File: src/hdl/spd_isqrt.sv
// ----------------------------------------------------------------------------
// spd_isqrt: pipelined integer square root
// One root bit per stage by the digit-by-digit method; the floor of the root
// leaves after IN_W/2 stages together with its tag.
// ----------------------------------------------------------------------------
module spd_isqrt #(
	parameter int IN_W  = 54,
	parameter int TAG_W = 1
) (
	input  logic                 clk,
	input  logic                 arst_n,
	input  logic                 en,
	input  logic                 in_vld,
	input  logic [IN_W-1:0]      rad,
	input  logic [TAG_W-1:0]     in_tag,
	output logic                 out_vld,
	output logic [IN_W/2-1:0]    root,
	output logic [TAG_W-1:0]     out_tag
);

	localparam int RT_W  = IN_W / 2;
	localparam int REM_W = RT_W + 2;

	logic [RT_W:1]       vld_s;
	logic [IN_W-1:0]     rad_s [1:RT_W-1];
	logic [REM_W-1:0]    rem_s [1:RT_W-1];
	logic [RT_W-1:0]     rt_s  [1:RT_W];
	logic [TAG_W-1:0]    tag_s [1:RT_W];

	for (genvar k = 0; k < RT_W; k++) begin : g_stage
		logic              cur_vld;
		logic [IN_W-1:0]   cur_rad;
		logic [REM_W-1:0]  cur_rem;
		logic [RT_W-1:0]   cur_rt;
		logic [TAG_W-1:0]  cur_tag;
		logic [REM_W-1:0]  rem_sh;
		logic [REM_W-1:0]  trial;
		logic              ge;

		if (k == 0) begin : g_first
			assign cur_vld = in_vld;
			assign cur_rad = rad;
			assign cur_rem = '0;
			assign cur_rt  = '0;
			assign cur_tag = in_tag;
		end else begin : g_next
			assign cur_vld = vld_s[k];
			assign cur_rad = rad_s[k];
			assign cur_rem = rem_s[k];
			assign cur_rt  = rt_s[k];
			assign cur_tag = tag_s[k];
		end

		assign rem_sh = {cur_rem[REM_W-3:0], cur_rad[IN_W-1 -: 2]};
		assign trial  = {cur_rt, 2'b01};
		assign ge     = (rem_sh >= trial);

		always_ff @(posedge clk or negedge arst_n) begin
			if (!arst_n) begin
				vld_s[k+1] <= 1'b0;
			end else if (en) begin
				vld_s[k+1] <= cur_vld;
			end
		end

		always_ff @(posedge clk) begin
			if (en) begin
				rt_s[k+1]  <= {cur_rt[RT_W-2:0], ge};
				tag_s[k+1] <= cur_tag;
			end
		end

		if (k < RT_W - 1) begin : g_carry
			always_ff @(posedge clk) begin
				if (en) begin
					rad_s[k+1] <= cur_rad << 2;
					rem_s[k+1] <= ge ? (rem_sh - trial) : rem_sh;
				end
			end
		end
	end

	assign out_vld = vld_s[RT_W];
	assign root    = rt_s[RT_W];
	assign out_tag = tag_s[RT_W];

endmodule

File: config.mk
export PLATFORM = sky130hd
export DESIGN_NAME = spd_isqrt
export DESIGN_NICKNAME = d
export VERILOG_FILES = /design/src/hdl/spd_isqrt.sv
export SDC_FILE = /design/constraint.sdc
export NUM_CORES = 2
export LEC_CHECK = 0
export BUFFER_PORTS_ARGS = -buffer_cell sky130_fd_sc_hd__buf_2
export CORE_ASPECT_RATIO = 1.5
export CORE_MARGIN = 2
export CORE_UTILIZATION = 41
export DETAILED_ROUTE_END_ITERATION = 16
export PLACE_DENSITY = 0.69
export SLEW_MARGIN = 20
export SYNTH_ARGS = -nofsm -noshare
export SYNTH_HDL_FRONTEND = slang
export SYNTH_SLANG_ARGS = --single-unit
File: constraint.sdc
create_clock -name clk -period 3.3 [get_ports clk]
set_input_delay 0.33 -clock clk [delete_from_list [all_inputs] [get_ports clk]]
set_output_delay 0.33 -clock clk [all_outputs]
set_load 0.005 [all_outputs]
## After elaboration in Yosys (flattened, before gate mapping)

Memories as Yosys holds them, arrays and structs flattened.
Cells that the tools add are included.

- Bits of input ports: 59
- Logic and storage cells: 112
- Output and inout port bits: 29
- Bits in writable memories: 2862
- Flip-flop bits (word level): 27
- Memories kept: 4

- Multiplexer cells: 28
- Order comparisons: 27
- $add $sub $neg: 26

Memory list:

| memory | words | bits a word | rd ports | clocked after memory_dff | write ports | line | RTL |
|---|---|---|---|---|---|---|---|
| rad_s | 26 | 52 | 26 | 0 | 26 | 25 | `logic [IN_W-1:0] rad_s [1:RT_W-1];` |
| rem_s | 26 | 29 | 26 | 0 | 26 | 26 | `logic [REM_W-1:0] rem_s [1:RT_W-1];` |
| rt_s | 27 | 27 | 27 | 0 | 27 | 27 | `logic [RT_W-1:0] rt_s [1:RT_W];` |
| tag_s | 27 | 1 | 27 | 0 | 27 | 28 | `logic [TAG_W-1:0] tag_s [1:RT_W];` |

Operators with widths:

| kind | count |
|---|---|
| >= comparator 29 bit | 26 |
| 2-to-1 mux 29 bit | 26 |
| subtractor 29 bit | 25 |
| subtractor 2 x 1 -> 3 bit, second input constant | 1 |
| >= comparator 2 x 1 -> 1 bit, second input constant | 1 |
| 2-to-1 mux 1 bit | 2 |

## Logic depth before layout (Yosys ltp)

An unclocked memory read counts as a cell.

- Depth in word-level cells: 3
- Gate-level depth with buffers: 14
- Mapped depth without buffers: 12

## Least setup slack after synthesis

Ideal clock, no wire load.

- Path kind: reg-to-reg
- Start: reg, netlist name rem_s[1][183]
- End: reg, netlist name rem_s[1][210]
- Library setup time: 260 ps
- Stages on the path, launching flop included: 11
- Clock period less this slack: 3168 ps
- Path buffers: 1
- Slack: 132 ps
- Data required time: 3040 ps
- Data arrival time: 2908 ps
- Cell sequence: edfxtp_1 > ha_1 > nand2_1 > or4b_2 > or4_1 > nand4_1 > nor2_1 > o21a_1 > inv_1 > buf_2 > mux2_2

==> flow_metrics.env <==
export IMPL_synth_top_area_frac=0.646
export IMPL_avgRoutedWirePerCell_um=16.8
export IMPL_place_area_mm2=0.0890
export IMPL_ys_seq_area_frac=0.654
export IMPL_clk_latency_ps=840
export IMPL_power_frac_seq=0.469
export IMPL_syn_inst=6236
export IMPL_finalNetCount=7336
export IMPL_synthXorXnorAreaFrac=0.0575
export IMPL_relSlewSlack=0.454
export IMPL_grt_overflow_total=0
export IMPL_grt_total_usage=0.153
export IMPL_vias_per_cell=5.19
export IMPL_cts_root_buf="clkbuf_16"
export IMPL_power_leakage_nw=37.2
export IMPL_cpPeakStageDelay_ps=470
export IMPL_synth_edf_count=1773
export IMPL_yosysMostFrequentCell="edfxtp_1"
export IMPL_dr_total_vias=50000
export IMPL_dpl_worst_slack_ps=-230
export IMPL_setup_violations=1
export IMPL_cts_max_level=4
export IMPL_synthArstFlopShare=0.0150
export IMPL_internal_power_mw=47.4
export IMPL_initial_core_util=0.412
export IMPL_max_clock_path_buffers=4
export IMPL_stdcell_area_mm2=0.0965
export IMPL_areaGrowthSynthToFinish_pct=17.2
export IMPL_rsz0062_at_grt="true"
export IMPL_antenna_found_initial=2
export IMPL_crit_type="register to register"
export IMPL_die_area_mm2=0.205
export IMPL_core_area_mm2=0.200
export IMPL_syn_nets=6702
export IMPL_worst_hold_slack_ps=60.6
export IMPL_p_comb_frac=0.219
export IMPL_yosys_area_top_type="edfxtp_1"
export IMPL_cts_buffers=181
export IMPL_netlist_cell_type_count=93
export IMPL_worstMarginPinSlew_ps=812
export IMPL_synthSimpleGateAreaFrac=0.0940
export IMPL_ys_seq_elements=1800
export IMPL_drv_slew=0
export IMPL_synthFlopType="edfxtp_1"
export IMPL_grt_pass1_wl_um=253000
export IMPL_violations="setup timing"
export IMPL_layout_drive_gt1_share=0.149
export IMPL_ir_drop_mv=0.492
export IMPL_syn_avg_cell_area_um2=13.2
export IMPL_yosys_warnings=0
export IMPL_netlist_area_mm2=0.0824
export IMPL_powerDensity_mw_per_mm2=676
export IMPL_hold_path_class="input port to asynchronous set/reset pin"
export IMPL_routed_wl_um=162000
export IMPL_nFillCells=17100
export IMPL_cpMaxStageDelayCell="a311o_1"
export IMPL_synth_top_family_by_area="simple AND/OR/NAND/NOR gates"
export IMPL_gp_congestion=0.938
export IMPL_clockPowerShare=0.312
export IMPL_port_buffers=87
export IMPL_synth_area_leaders="edfxtp_1, ha_1, xor2_1, xnor2_1, inv_1"
export IMPL_hold_violations=0
export IMPL_ant_nets=0
export IMPL_crit_fanout=16
export IMPL_max_cap_violations=0
export IMPL_crit_chain="inv_2 > ha_4 > o21a_1 > or4_4 > a311o_1 > a311o_1 > nand2_2 > o21a_1 > inv_2 > buf_12 > buf_12 > buf_6 > nor2_2 > a21oi_1 > buf_4"
export IMPL_first_global_vias=51100
export IMPL_fmax_mhz=303
export IMPL_switching_share=0.275
export IMPL_cts_tree="done"
export IMPL_setup_ws_ps=-2.73
export IMPL_crit_required_ps=3900
export IMPL_io_pins=88
export IMPL_synth_compound_area_frac=0.0905
export IMPL_worstSetupEndpointType="register"
export IMPL_power_switching_mw=17.9
export IMPL_clk_pin_slew_ps=60
export IMPL_period_share=1.00
export IMPL_fin_tns_setup_ps=-2.73
export IMPL_dpl_cell_count=9234
export IMPL_status="finished with violations"
export IMPL_initialDrtViolationCount=2532
export IMPL_synthAdderAreaFrac=0.0618
export IMPL_drc=0
export IMPL_die_x_um=370
export IMPL_cts_sinks=1800
export IMPL_dp_hpwl_um=116000
export IMPL_dr_pass1_iters=6
export IMPL_fin_skew_ps=88.7
export IMPL_fin_crit_ps=3300
export IMPL_crit_path_start_kind="register"
export IMPL_final_cells=9646
export IMPL_grt_start_max_net_pins=120
export IMPL_synth_mux_area_frac=0.0132
export IMPL_crit_arrival_ps=3900
export IMPL_yosys_top_cells_count="edfxtp_1, inv_1, nand2_1"
export IMPL_rows=201
export IMPL_die_h_um=553
worst paths after layout:
kind | slack, ps | start | cells past startpoint | end
max | -3 | rt_s[5][54] | 15 | rem_s[1][204]
min reg2reg | 390 | rad_s[0][178] | 0 | rad_s[0][232]
max in group asynchronous | 2860 | arst_n | 2 | g_stage[22].cur_vld
min | 60 | arst_n | 2 | g_stage[26].cur_vld
max reg2reg | -3 | rt_s[5][54] | 15 | rem_s[1][204]
min in group clk | 200 | rad[42] | 2 | rad_s[0][94]
power groups by stage:
stage | clock network [mW] | registers [mW] | logic, mW
finish | 20.4 | 30.6 | 14.3
detailed placement | 0 | 31.0 | 13.6
global route | 21.8 | 30.9 | 15.8
global placement | 0 | 30.9 | 13.2
CTS | 21.0 | 30.5 | 13.8
floorplan | 0 | 30.4 | 9.17
per-stage QoR:
step,power (mW),util
after floorplan,39.6,-
after global placement,44.2,0.445
after detailed placement,44.6,0.445
after CTS,65.4,0.478
after global routing,68.4,0.483
final,65.3,0.483
worst max-delay path: cells and delay by family (launching register included):
kind / cells / cell delay [ps]
fa+ha+maj: 1 / 200
simple gates: 3 / 610
compound gates: 5 / 1200
flops: 1 / 400
buf+inv: 6 / 650
metal layers:
layer / part of all wire / vias to the layer above / wire length [µm] / track usage
met1: 0.34 / 24200 / 54600 / 0.142
met5: 0.00010 / - / 17 / 0
met4: 0.063 / 2 / 10200 / 0.0874
li1: - / 24300 / - / -
met2: 0.57 / 1044 / 92100 / 0.309
met3: 0.034 / 513 / 5500 / 0.0214
flip-flops by register name (all words and copies together), names as in the netlist:
register         count
out_vld              1
g_stage.cur_vld     26
rem_s              666
tag_s               27
rt_s               378
rad_s              702
cell usage in the layout, fill, tap and decap left out, types with 68 or more instances in the layout:
cell and instances:
nand2_1 456, o21a_1 68, buf_4 365, nand3_1 98
nor4_1 75, clkbuf_16 185, o21ai_0 330, xor2_1 285
nor3_1 144, nand4_1 68, a21o_1 142, mux2_2 87
nor2_1 332, nand2b_1 84, xnor2_1 254, inv_1 494
buf_2 86, a21oi_1 342, edfxtp_1 1773, ha_1 390
timing repair:
action / in CTS / in global routing
buffers inserted: 1 / 29
pin swaps: 2 / 41
endpoints found under the setup margin: 72 / 201
gates cloned: 0 / 3
hold endpoints to repair: 95 / 0
gates resized for setup: 27 / 146
hold buffers: 59 / 0
cells by family (layout without fill, tap and decap cells):
family	count (synthesis)	in the layout
XOR/XNOR	540	540
multiplexers	98	98
other	1	2
AND/OR/NAND/NOR	1572	1572
AO/OA/AOI/OAI	1205	1205
buffers and inverters	613	1383
adder cells (fa/ha/maj)	407	407
flip-flops	1800	1800
final cells by class:
cell class / count / area [µm²] / area share
timing repair buffer: 562 / 4720 / 0.0489
multi-input combinational: 3823 / 26900 / 0.278
antenna: 1 / 2.50 / 0.0000259
inverter: 502 / 1880 / 0.0195
sequential: 1800 / 53900 / 0.558
clock buffer: 212 / 4680 / 0.0485
clock inverter: 107 / 1140 / 0.0118
tap: 2639 / 3300 / 0.0342
Note: power is estimated with default switching activity, not from simulation.
