==> src/hdl/spd_div.sv <==
// ----------------------------------------------------------------------------
// spd_div: pipelined restoring divider with saturation
// An overflow check stage, then one quotient bit per stage. A quotient that
// does not fit in Q_W bits comes out as all ones.
// ----------------------------------------------------------------------------
module spd_div #(
	parameter int DEN_W = 27,
	parameter int Q_W   = 19,
	parameter int TAG_W = 1
) (
	input  logic                    clk,
	input  logic                    arst_n,
	input  logic                    en,
	input  logic                    in_vld,
	input  logic [DEN_W+Q_W-1:0]    num,
	input  logic [DEN_W-1:0]        den,
	input  logic [TAG_W-1:0]        in_tag,
	output logic                    out_vld,
	output logic [Q_W-1:0]          quo,
	output logic [TAG_W-1:0]        out_tag
);

	localparam int NUM_W = DEN_W + Q_W;

	logic [Q_W:0]        vld_s;
	logic [NUM_W-1:0]    rem_s [0:Q_W-1];
	logic [DEN_W-1:0]    den_s [0:Q_W-1];
	logic [Q_W-1:0]      q_s   [0:Q_W];
	logic                ovf_s [0:Q_W];
	logic [TAG_W-1:0]    tag_s [0:Q_W];

	always_ff @(posedge clk or negedge arst_n) begin
		if (!arst_n) begin
			vld_s <= '0;
		end else if (en) begin
			vld_s <= {vld_s[Q_W-1:0], in_vld};
		end
	end

	always_ff @(posedge clk) begin
		if (en) begin
			ovf_s[0] <= (num >= {den, {Q_W{1'b0}}});
			rem_s[0] <= num;
			den_s[0] <= den;
			q_s[0]   <= '0;
			tag_s[0] <= in_tag;
		end
	end

	for (genvar k = 0; k < Q_W; k++) begin : g_stage
		logic [NUM_W-1:0] trial;
		logic             ge;

		assign trial = NUM_W'(den_s[k]) << (Q_W - 1 - k);
		assign ge    = (rem_s[k] >= trial);

		always_ff @(posedge clk) begin
			if (en) begin
				q_s[k+1]   <= {q_s[k][Q_W-2:0], ge};
				ovf_s[k+1] <= ovf_s[k];
				tag_s[k+1] <= tag_s[k];
			end
		end

		if (k < Q_W - 1) begin : g_carry
			always_ff @(posedge clk) begin
				if (en) begin
					rem_s[k+1] <= ge ? (rem_s[k] - trial) : rem_s[k];
					den_s[k+1] <= den_s[k];
				end
			end
		end
	end

	assign out_vld = vld_s[Q_W];
	assign quo     = ovf_s[Q_W] ? {Q_W{1'b1}} : q_s[Q_W];
	assign out_tag = tag_s[Q_W];

endmodule

==> config.mk <==
export PLATFORM = sky130hd
export DESIGN_NAME = spd_div
export DESIGN_NICKNAME = d
export VERILOG_FILES = /design/src/hdl/spd_div.sv
export SDC_FILE = /design/constraint.sdc
export NUM_CORES = 2
export LEC_CHECK = 0
export BUFFER_PORTS_ARGS = -buffer_cell sky130_fd_sc_hd__buf_4
export CELL_PAD_IN_SITES_DETAIL_PLACEMENT = 1
export CELL_PAD_IN_SITES_GLOBAL_PLACEMENT = 1
export CORE_UTILIZATION = 52
export CTS_CLUSTER_DIAMETER = 120
export DETAILED_ROUTE_END_ITERATION = 6
export HOLD_SLACK_MARGIN = 0.15
export PLACE_DENSITY_LB_ADDON = 0.1
export SETUP_SLACK_MARGIN = 0.02
export SYNTH_ARGS = -nofsm -noshare
export SYNTH_HDL_FRONTEND = slang
export SYNTH_SLANG_ARGS = --single-unit
==> constraint.sdc <==
create_clock -name clk -period 4.8 [get_ports clk]
set_input_delay 0.24 -clock clk [delete_from_list [all_inputs] [get_ports clk]]
set_output_delay 0.24 -clock clk [all_outputs]
set_load 0.005 [all_outputs]
Word level (Yosys, flattened, before mapping)
Memories as Yosys holds them, arrays and structs flattened.
Index checks and enable logic that the tools add are counted.
Storage, ports and cells
  register bits: 20
  RAM bits: 1807
  output and inout port bits: 21
  logic and storage cells: 65
  memories: 5
Operators by class
  $add $sub $neg: 18
  magnitude comparators: 20
  mux-type cells: 21
Memories
  rem_s: words 19, bits a word 46, rd ports 19, clocked after Yosys merged registers in 0, wr ports 19, RTL line 26  | logic [NUM_W-1:0] rem_s [0:Q_W-1];
  den_s: words 19, bits a word 27, rd ports 19, clocked after Yosys merged registers in 0, wr ports 19, RTL line 27  | logic [DEN_W-1:0] den_s [0:Q_W-1];
  q_s: words 20, bits a word 19, rd ports 20, clocked after Yosys merged registers in 0, wr ports 20, RTL line 28  | logic [Q_W-1:0] q_s [0:Q_W];
  ovf_s: words 20, bits a word 1, rd ports 20, clocked after Yosys merged registers in 0, wr ports 20, RTL line 29  | logic ovf_s [0:Q_W];
  tag_s: words 20, bits a word 1, rd ports 20, clocked after Yosys merged registers in 0, wr ports 20, RTL line 30  | logic [TAG_W-1:0] tag_s [0:Q_W];
Operators by type and width (number)
  46-bit 2-to-1 mux: 18
  46-bit by 27-bit greater-or-equal comparator with 1-bit output: 1
  46-bit by 28-bit greater-or-equal comparator with 1-bit output: 1
  46-bit by 29-bit greater-or-equal comparator with 1-bit output: 1
  46-bit by 30-bit greater-or-equal comparator with 1-bit output: 1
  46-bit by 31-bit greater-or-equal comparator with 1-bit output: 1
  46-bit by 32-bit greater-or-equal comparator with 1-bit output: 1
  46-bit by 33-bit greater-or-equal comparator with 1-bit output: 1
  46-bit by 34-bit greater-or-equal comparator with 1-bit output: 1
  46-bit by 35-bit greater-or-equal comparator with 1-bit output: 1
  46-bit by 36-bit greater-or-equal comparator with 1-bit output: 1
  46-bit by 37-bit greater-or-equal comparator with 1-bit output: 1
  46-bit by 38-bit greater-or-equal comparator with 1-bit output: 1
  46-bit by 39-bit greater-or-equal comparator with 1-bit output: 1
  46-bit by 40-bit greater-or-equal comparator with 1-bit output: 1
  46-bit by 41-bit greater-or-equal comparator with 1-bit output: 1
  46-bit by 42-bit greater-or-equal comparator with 1-bit output: 1
  46-bit by 43-bit greater-or-equal comparator with 1-bit output: 1
  46-bit by 44-bit greater-or-equal comparator with 1-bit output: 1
  46-bit by 45-bit greater-or-equal comparator with 1-bit output: 1
  46-bit greater-or-equal comparator: 1
  46-bit by 28-bit subtractor with 46-bit output: 1
  46-bit by 29-bit subtractor with 46-bit output: 1
  46-bit by 30-bit subtractor with 46-bit output: 1
  other kinds (17): 18

Depth between registers and ports, before layout
An unclocked memory read counts as a cell.
  depth after elaboration: 3
  gate-level depth with buffers: 15
  depth with buffers taken out: 13

Least setup slack after synthesis
Ideal clock, no wire load.
  kind: register to register
  from: mem den_s[0][0]
  to: mem rem_s[1][31] (netlist name) (data pin)
  setup time: 260 ps
  data arrival time: 3073 ps
  slack: 1467 ps
  stages on the path, launching flop included: 12
  path buffers: 1
  cell sequence: edfxtp_1 > ha_1 > fa_1 > nor2b_1 > o31ai_1 > a21oi_1 > nor2_1 > o22ai_1 > o311ai_0 > a31oi_1 > buf_2 > mux2_2
RTL lines (RTL line)
  from (decl): 27
  to (decl): 26

==> results.cfg <==
[status]
run_status = finished clean

[logic_synthesis]
synth_area_um2 = 87300
synth_enable_flop_cells = 1617
post_synth.cell_area_avg_um2 = 11.5
synth_warnings = 0
synthesized_net_count = 8204
synth-seq-area-share = 0.562
async_s_r_ff_share_synth = 0.0122
synth.ff_latch_count = 1637
ys_flop_type = edfxtp_1
synth_cells = 7568
netlist-cell-type-count = 91

[sta]
timing.final.max_slew_violations = 0
finalSetupTns_ns = 0
period_needed_ns = 4.68
finalSetupViolations = 0
clock.fmax_mhz = 214
timing.max_slew.rel_slack = 0.254
rsz0062_at_grt = no
finClkSkew_ns = 0.0672
timing.final.crit_share = 0.976
finalHoldViolCount = 0
slew_worst_pin_ns = 1.10

[global_routing]
grt_start_max_net_pins = 160
grt_pass1_vias = 63600
global_route.overflow_total = 0
grt_pass1_wl_um = 371000
number_of_antenna_violations_at_the_first_check_in_global_routing = 9
total_routing_usage_reported_by_global_routing = 0.284

[floorplan]
die_height_um = 412
floorplan.initialDensity = 0.527
design.die.area_um2 = 169000
placement_rows = 149
core-area_um2 = 166000
num_io_pins = 99
die_width_um = 412

[min_path]
worst_hold_stages = 0
hold_path.class = flop to flop

[pwr]
overall_power_of_the_completed_layout_mw = 58.3
power_density_nw_per_um2 = 593
total_leakage_power_nw = 38.4
vdd_drop_max_v = 0.000407

[clock_network]
cts_inserted_buffers = 176
clk_latency_worst_skew_pair_ns = 0.86
path_clk_slew_ns = 0.06
post_cts_buffers = 0
clock_path_buffers = 3
cts_tree = yes
htree_levels = 4
clk_sink_count = 1637
clock-root-buffer = clkbuf_16

[setup_path]
cp-start-kind = flop
timing_worst_setup_path_type = flop to flop
crit_path_end_kind = flop
crit_arrival_ns = 5.30
cp_data_required_time_ns = 5.41
worstPathMaxFanout = 28
worst_r2r_path_depth = 12

[route]
routed.top_layer = met5
dr.pass1.iters = 6
post_drt_via_cell_ratio = 5.97
vias = 61100
drt_drc_violations_left = 0
wl_met1_um = 103000
drtIter0Drc = 4527
antenna_viol_nets_final = 0
detail_route.wl_per_cell_um = 23.6
detailroute.wirelength.met3_um = 10800
drt_wl_total_um = 241000
dr_wl_met2_um = 121000

[layout]
most_common_cell_after_layout_fill_and_taps_aside = edfxtp_1
layout-drive-gt1-share = 0.0792
final_cell_mix = edfxtp_1 (1617), inv_1 (671), a21oi_1 (635)
num-nets-final = 8529
area_growth_from_synthesis_to_layout_pct = 12.7
fillCellCount = 16900
final-instance-count-excl-fill = 10200
final_util = 0.593

[placement]
detailed_place_hpwl_um = 179000
numPortBuffers = 98
globalplace.congestion = 0.917
post-place-cells = 9751

[job]
drv_cap = 0
metrics by stage:
step	setup slack (ns)	cell area, um2	hold slack (ns)
floorplan	1.47	87300	-0.0556
global placement	0.679	91000	0.123
detailed placement	0.339	91000	0.130
CTS	0.233	98300	0.407
global route	0.0572	98300	0.414
finish	0.117	98300	0.408
layout make-up:
cell class	instances	area [um2]	share of cell area
diodes	3	7.51	0.0000764
clock buffers	217	4570	0.0465
clock inverters	107	1240	0.0126
inverters	674	2530	0.0258
multi-input cells	5067	35000	0.356
flip-flops and latches	1637	49100	0.499
well taps	2189	2740	0.0279
repair buffers	337	3150	0.0320
synthesized netlist by cell type, types with 29 or more instances:
cell | instances | area, um2
nor3_1 | 135 | 676
edfxtp_1 | 1617 | 48600
nand3_1 | 113 | 566
inv_1 | 671 | 2520
a211oi_1 | 72 | 541
nor4_1 | 109 | 682
xor2_1 | 259 | 2270
o21a_1 | 84 | 631
or2_2 | 42 | 263
nand4_1 | 105 | 657
a21oi_1 | 635 | 3180
clkbuf_1 | 155 | 582
or3_1 | 35 | 219
o21ai_0 | 414 | 2070
nor2b_1 | 83 | 519
o211ai_1 | 41 | 308
a21o_1 | 237 | 1780
nand2b_1 | 84 | 526
nand2_1 | 502 | 1880
o21bai_1 | 71 | 533
ha_1 | 540 | 6760
o31ai_1 | 52 | 390
and3_1 | 61 | 382
nor2_1 | 471 | 1770
a31oi_1 | 54 | 338
xnor2_1 | 302 | 2650
and2_1 | 29 | 181
mux2_2 | 112 | 1260
power by group:
group	internal [mW]	switching (mW)	leakage (nW)
combinational	9.23	12.9	19.7
sequential	20.1	2.45	15.9
clock	7.67	5.99	2.80
worst max-delay path, stage by stage, from the launching register on:
cell,delay (ns)
edfxtp_1,0.45
ha_1,0.27
fa_1,0.41
nor2b_1,0.18
o31ai_1,0.09
buf_4,0.16
a21oi_1,0.46
nor2_1,0.18
o22ai_1,0.61
o311ai_0,0.40
a31oi_4,0.54
buf_12,0.27
mux2_2,0.38
state kept, by name (all words and copies together), names as in the netlist:
signal and flops:
ovf_s 20, vld_s 20, tag_s 20, rem_s 874, den_s 513, q_s 190
per-layer routing:
layer,vias up,global-route usage
li1,28700,-
met1,30700,0.367
met2,1356,0.498
met3,389,0.0330
met4,4,0.0894
met5,-,0
repair_timing:
item,4_1_cts,5_1_grt
hold buffers,153,0
gates resized for setup,0,1
setup endpoints to repair,0,3
hold endpoints to repair,185,0
cell families after synthesis:
group	synth area share
buf+inv	0.0378
xor+xnor	0.0563
flops	0.562
simple gates	0.110
compound gates	0.136
mux	0.0167
fa+ha+maj	0.0815
worst paths after layout:
kind | end | startpoint | slack (ns)
worst max-delay path | rem_s[1][22]$_DFFE_PP_ | den_s[0][0]$_DFFE_PP_ | 0.12
worst min-delay path | tag_s[3][0]$_DFFE_PP_ | tag_s[2][3]$_DFFE_PP_ | 0.41
worst max register to register | rem_s[1][22]$_DFFE_PP_ | den_s[0][0]$_DFFE_PP_ | 0.12
worst min register to register | tag_s[3][0]$_DFFE_PP_ | tag_s[2][3]$_DFFE_PP_ | 0.41
max in group asynchronous | vld_s[18]$_DFFE_PN0P_ | arst_n | 3.59
min in group asynchronous | vld_s[7]$_DFFE_PN0P_ | arst_n | 0.64
Power figures use the tool's default switching activity.
